===== src/rtl/core/ros_pkg.sv =====
package ros_pkg;

   // Register indexes on the configuration port
   localparam logic [2:0] CSR_BOX_CENTER   = 3'd0;
   localparam logic [2:0] CSR_BOX_AXIS_U   = 3'd1;
   localparam logic [2:0] CSR_BOX_AXIS_V   = 3'd2;
   localparam logic [2:0] CSR_BOX_AXIS_W   = 3'd3;
   localparam logic [2:0] CSR_BOX_HALF_EXT = 3'd4;

   localparam logic [47:0] AXIS_U_RESET = 48'h0000_0000_4000;
   localparam logic [47:0] AXIS_V_RESET = 48'h0000_4000_0000;
   localparam logic [47:0] AXIS_W_RESET = 48'h4000_0000_0000;

   // Widths of the projected values
   localparam int P_W   = 35;   // position projection, units 2^-22
   localparam int D_W   = 34;   // direction projection, units 2^-28
   localparam int NUM_W = 36;   // slab numerator magnitude

   // Divider pipeline: 32 quotient bits, a few bits per stage
   localparam int DIV_STEPS   = 2;
   localparam int DIV_STAGES  = 32 / DIV_STEPS;
   localparam int DIV_LATENCY = DIV_STAGES + 2;
   localparam int FRONT_REGS  = 4;
   localparam int BACK_REGS   = 5;
   localparam int TOTAL_LAT   = FRONT_REGS + DIV_LATENCY + BACK_REGS;

   localparam logic [31:0] T_MAX = 32'h7FFF_FFFF;
   localparam logic [31:0] T_MIN = 32'h8000_0000;

   typedef struct packed {
      logic             neg;
      logic [NUM_W-1:0] num_mag;
      logic [D_W-1:0]   den_mag;
   } div_req_type;

   // Item state carried alongside the divider and through the clip stages
   typedef struct packed {
      logic                valid;
      logic signed [31:0]  t_start;
      logic signed [31:0]  t_end;
      logic [2:0]          dzero;
      logic [2:0]          outside;
   } line_type;

   typedef struct packed {
      logic                valid;
      logic                hit;
      logic signed [31:0]  tn;
      logic signed [31:0]  tf;
      logic [2:0]          dzero;
      logic [2:0]          outside;
      logic [2:0][31:0]    lo;
      logic [2:0][31:0]    hi;
   } clip_type;

   function automatic logic signed [15:0] fld(input logic [47:0] r, input int k);
      return r[16*k +: 16];
   endfunction

endpackage


===== src/rtl/core/ros_div.sv =====
module ros_div (
   input  logic                 clock,
   input  ros_pkg::div_req_type req,
   output logic signed [31:0]   quot
);
   import ros_pkg::*;

   logic [D_W-1:0]  rem_ff [0:DIV_STAGES];
   logic [31:0]     low_ff [0:DIV_STAGES];
   logic [31:0]     quo_ff [0:DIV_STAGES];
   logic [D_W-1:0]  den_ff [0:DIV_STAGES];
   logic            neg_ff [0:DIV_STAGES];
   logic            ovf_ff [0:DIV_STAGES];
   logic [D_W-1:0]  rem_in [1:DIV_STAGES];
   logic [31:0]     low_in [1:DIV_STAGES];
   logic [31:0]     quo_in [1:DIV_STAGES];
   logic signed [31:0] quot_ff;

   // Load the high part of the dividend; a quotient of 2^32 or more saturates
   always_ff @(posedge clock) begin
      rem_ff[0] <= D_W'(req.num_mag[NUM_W-1:10]);
      low_ff[0] <= {req.num_mag[9:0], 22'd0};
      quo_ff[0] <= '0;
      den_ff[0] <= req.den_mag;
      neg_ff[0] <= req.neg;
      ovf_ff[0] <= D_W'(req.num_mag[NUM_W-1:10]) >= req.den_mag;
   end

   // Restoring division, a few quotient bits per stage
   for (genvar j = 1; j <= DIV_STAGES; j++) begin : g_stage
      always_comb begin
         logic [D_W:0]   t;
         logic [D_W-1:0] r;
         logic [31:0]    l;
         logic [31:0]    q;
         r = rem_ff[j-1];
         l = low_ff[j-1];
         q = quo_ff[j-1];
         for (int s = 0; s < DIV_STEPS; s++) begin
            t = {r, l[31]};
            l = {l[30:0], 1'b0};
            if (t >= {1'b0, den_ff[j-1]}) begin
               t = t - {1'b0, den_ff[j-1]};
               q = {q[30:0], 1'b1};
            end else begin
               q = {q[30:0], 1'b0};
            end
            r = t[D_W-1:0];
         end
         rem_in[j] = r;
         low_in[j] = l;
         quo_in[j] = q;
      end

      always_ff @(posedge clock) begin
         rem_ff[j] <= rem_in[j];
         low_ff[j] <= low_in[j];
         quo_ff[j] <= quo_in[j];
         den_ff[j] <= den_ff[j-1];
         neg_ff[j] <= neg_ff[j-1];
         ovf_ff[j] <= ovf_ff[j-1];
      end
   end

   // Apply the sign and saturate to the Q16.16 range
   always_ff @(posedge clock) begin
      if (ovf_ff[DIV_STAGES]) begin
         quot_ff <= neg_ff[DIV_STAGES] ? T_MIN : T_MAX;
      end else if (neg_ff[DIV_STAGES]) begin
         quot_ff <= (quo_ff[DIV_STAGES] > T_MIN) ? T_MIN : -quo_ff[DIV_STAGES];
      end else begin
         quot_ff <= quo_ff[DIV_STAGES][31] ? T_MAX : quo_ff[DIV_STAGES];
      end
   end

   assign quot = quot_ff;

endmodule


===== config.mk =====
export PLATFORM = sky130hd
export DESIGN_NAME = ros_div
export DESIGN_NICKNAME = d
export VERILOG_FILES = /design/src/rtl/core/ros_pkg.sv /design/src/rtl/core/ros_div.sv
export SDC_FILE = /design/constraint.sdc
export NUM_CORES = 2
export LEC_CHECK = 0
export ABC_CLOCK_PERIOD_IN_PS = 6750
export CAP_MARGIN = 20
export CORE_ASPECT_RATIO = 1.1
export CORE_MARGIN = 3
export CORE_UTILIZATION = 35
export CTS_CLUSTER_DIAMETER = 150
export DETAILED_ROUTE_END_ITERATION = 16
export DONT_BUFFER_PORTS = 1
export PLACE_DENSITY_LB_ADDON = 0.15
export SETUP_SLACK_MARGIN = 0.05
export SLEW_MARGIN = 15
export SYNTH_ARGS = -nofsm -noshare
export SYNTH_HDL_FRONTEND = slang
export SYNTH_SLANG_ARGS = --single-unit

===== constraint.sdc =====
create_clock -name clock -period 6.75 [get_ports clock]
set_input_delay 1.35 -clock clock [delete_from_list [all_inputs] [get_ports clock]]
set_output_delay 1.35 -clock clock [all_outputs]
set_load 0.005 [all_outputs]

==> impl_metrics.csv <==
group,metric,value,unit
worst_setup_path,max_stage_delay,0.40,ns
synthesis,synth_top_family_by_area,"compound AO/OA/AOI/OAI gates",
synthesis,yosys_warnings,0,
min_path,hp-class,"flop to flop",
synthesis,synth-compound-area-share,22.21,%
floorplan,start_util,35.24,%
global_routing,grt_pass1_vias,82230,
synthesis,syn_area_per_cell,8.498,um^2
synthesis,synth_xor_area_share,8.064,%
worst_setup_path,slowest_stage,"dfxtp_4",
route,drt_wl_total,308300,um
final_layout,drive_gt1_share,18.59,%
global_routing,grt-ovfl-total,0,
job,maxCapViolCount,0,
floorplan,rows,200,
route,routed-via-count,83790,
final_layout,postLayoutCellArea,116000,um^2
floorplan,core,270300,um^2
route,drt-pass1-iter-count,6,
worst_setup_path,critPathKind,"flop to flop",
synthesis,muxShareOfSynthArea,6.412,%
route,drc,0,
synthesis,ys_types,96,
sta,hold_viol,0,
synthesis,synthSimpleGateAreaFrac,13.58,%
synthesis,synth_most_common_cell,"dfxtp_1",
cts,cts_tree,"done",
sta,period_needed,6.624,ns
synthesis,seq_area_frac_synth,30.43,%
cts,cts_sinks,1448,
cts,cts_buffers,177,
synthesis,synth_edf_count,0,
floorplan,fp.dieH,553.1,um
synthesis,synth_top_area_share,30.43,%
final_layout,postLayoutCoreUtil,42.93,%
worst_setup_path,critPathTopFamily,"compound AO/OA/AOI/OAI gates",
place,finalWeightedCongestion,0.9281,
global_routing,grt_max_degree,58,
global_routing,grt_use_total,21.15,%
worst_setup_path,crit_path_start_kind,"flop",
synthesis,synth_area_leaders,"dfxtp_1 (30%), ha_1 (14%), mux2_2 (5.7%)",
worst_setup_path,crit_path_frequent_cell,"a21oi_4",
sta,relSlewSlack,35.77,%
sta,hold-worst-slack,0.2857,ns
synthesis,syn_area,95250,um^2
sta,fmax,0.1510,GHz
worst_setup_path,arrival,7.31,ns
worst_setup_path,cp_max_fo,8,
final_layout,fillers,26750,
place,dpl.hpwl,252500,um
sta,min_period_over_period,98.13,%
synthesis,yosys.area_share.adder,14.85,%
synthesis,ys_ff_latch,1448,
synthesis,ys.flop_type,"dfxtp_1",
place,placed_area,107000,um^2
floorplan,chipWidth,503.4,um
cts,cts_buffer_depth,4,
cts,ctsHoldBuffers,0,
synthesis,yosysTopAreaCell,"dfxtp_1",
route,dr.first_iter.drc_count,5619,
sta,worstMarginPinSlew,0.9366,ns
synthesis,ys_top_cells_by_count,"dfxtp_1 (1448), ha_1 (1097), a21oi_1 (1082)",
floorplan,io_pins,104,
final_layout,nNetsFinal,13440,
place,portBuffers,0,
cts,h-tree-depth,4,
floorplan,die_area,278400,um^2
global_routing,grt_first_pass_wirelength,467400,um
route,wire_per_inst,19.36,um
global_routing,antenna_found_initial,17,
sta,finalSetupViolCount,0,
cts,root_buffer,"clkbuf_16",
outcome,outcome,"finished, final reports clean",
sta,rsz0062_at_grt,"yes",
worst_setup_path,critPathBufInv,6,
synthesis,synthCells,11210,
worst_setup_path,cp.required,7.43,ns
sta,drv_slew,0,
worst_setup_path,critPathCaptureType,"flop",
synthesis,async_flop_share,0,%
synthesis,synth_nets,12400,
sta,finClkSkew,0.07588,ns
cts,clk_latency,0.84,ns
route,antenna_left,0,
final_layout,syn_to_final_growth,21.82,%
route,viasPerCell,5.260,
cts,path_clk_slew,0.06,ns
-- per-layer routing --
layer | wire [um] | vias to the layer above | track usage [%]
met1 | 140500 | 39450 | 27.82
met2 | 146500 | 1762 | 36.44
met5 | 13 | - | 0
met3 | 12690 | 393 | 2.183
li1 | - | 42190 | -
met4 | 8671 | 2 | 5.909
-- per-stage QoR --
| stage | TNS [ns] | std cells | setup slack, ns |
|---|---|---|---|
| floorplan | 0 | 11210 | 0.1281 |
| global placement | -29.20 | 15540 | -0.6347 |
| detailed placement | -42.06 | 15540 | -0.6349 |
| CTS | 0 | 15880 | 0.05223 |
| global route | -1.156 | 15930 | -0.08790 |
| finish | 0 | 15930 | 0.1263 |
-- sequential cells by signal, indices dropped and copies added, names as in the netlist --
signal and cells:
quot 32, den_ff 544, neg_ff 17, rem_ff 536, quo_ff 272, ovf_ff 17
low_ff 30
-- timing repair --
action | CTS | global route
pin swaps | 28 | 118
gates cloned | 6 | 11
setup buffers | 20 | 39
resized for setup | 92 | 362
setup endpoints to repair | 341 | 518
-- layout make-up --
class,instances,area (um^2),share of cell area [%]
diodes,3,7.507,0.006470
well taps,3535,4423,3.812
clock buffers,226,4905,4.227
clock inverters,90,1256,1.083
multi-input cells,8645,63990,55.15
repair buffers,1107,9138,7.875
flip-flops and latches,1448,29010,25.00
inverters,875,3303,2.847
-- final timing paths --
| kind | startpoint | endpoint | slack [ns] | depth (start not counted) |
|---|---|---|---|---|
| min reg2reg | quo_ff[6][49] | quo_ff[7][19] | 0.29 | 0 |
| max | den_ff[0][144] | rem_ff[0][190] | 0.13 | 28 |
| min | quo_ff[6][49] | quo_ff[7][19] | 0.29 | 0 |
| max reg2reg | den_ff[0][144] | rem_ff[0][190] | 0.13 | 28 |
-- worst reg2reg max path, delay by kind of cell, from the launching register on --
family | cells | cell delay [ns]
AO/OA/AOI/OAI | 18 | 3.99
multiplexers | 2 | 0.68
flip-flops | 1 | 0.40
buffers and inverters | 6 | 0.82
adder cells (fa/ha/maj) | 2 | 0.57
-- placed cells by master, fill, tap and decap left out, types with 76 or more instances in the layout --
cell type     n
ha_1       1051
a21oi_1    1041
nand2b_1    144
buf_4      1036
a21o_1      550
o21ai_0     678
nand2_1     773
o21bai_1    133
inv_1       861
mux2_2      462
dfxtp_1    1433
nor3_1      138
nor2b_1     125
nand4_1     119
a31oi_1      82
clkbuf_16   187
o21a_1      113
and3_1       76
xnor2_1     609
xor2_1      268
nor2_1      811
nand3_1     216
-- cell families (layout without fill, tap and decap cells) --
logic type / after synthesis / count (layout)
DFF: 1448 / 1448
adders and majority gates: 1118 / 1118
xor gates and xnor gates: 877 / 877
AOI/OAI and AO/OA: 3354 / 3354
and+or+nand+nor: 2750 / 2750
muxes: 546 / 546
other: 0 / 3
buffers and inverters: 1115 / 2298
Power is not shown: default switching activity piles up to over one toggle a cycle in this logic, so the estimate is an artifact.
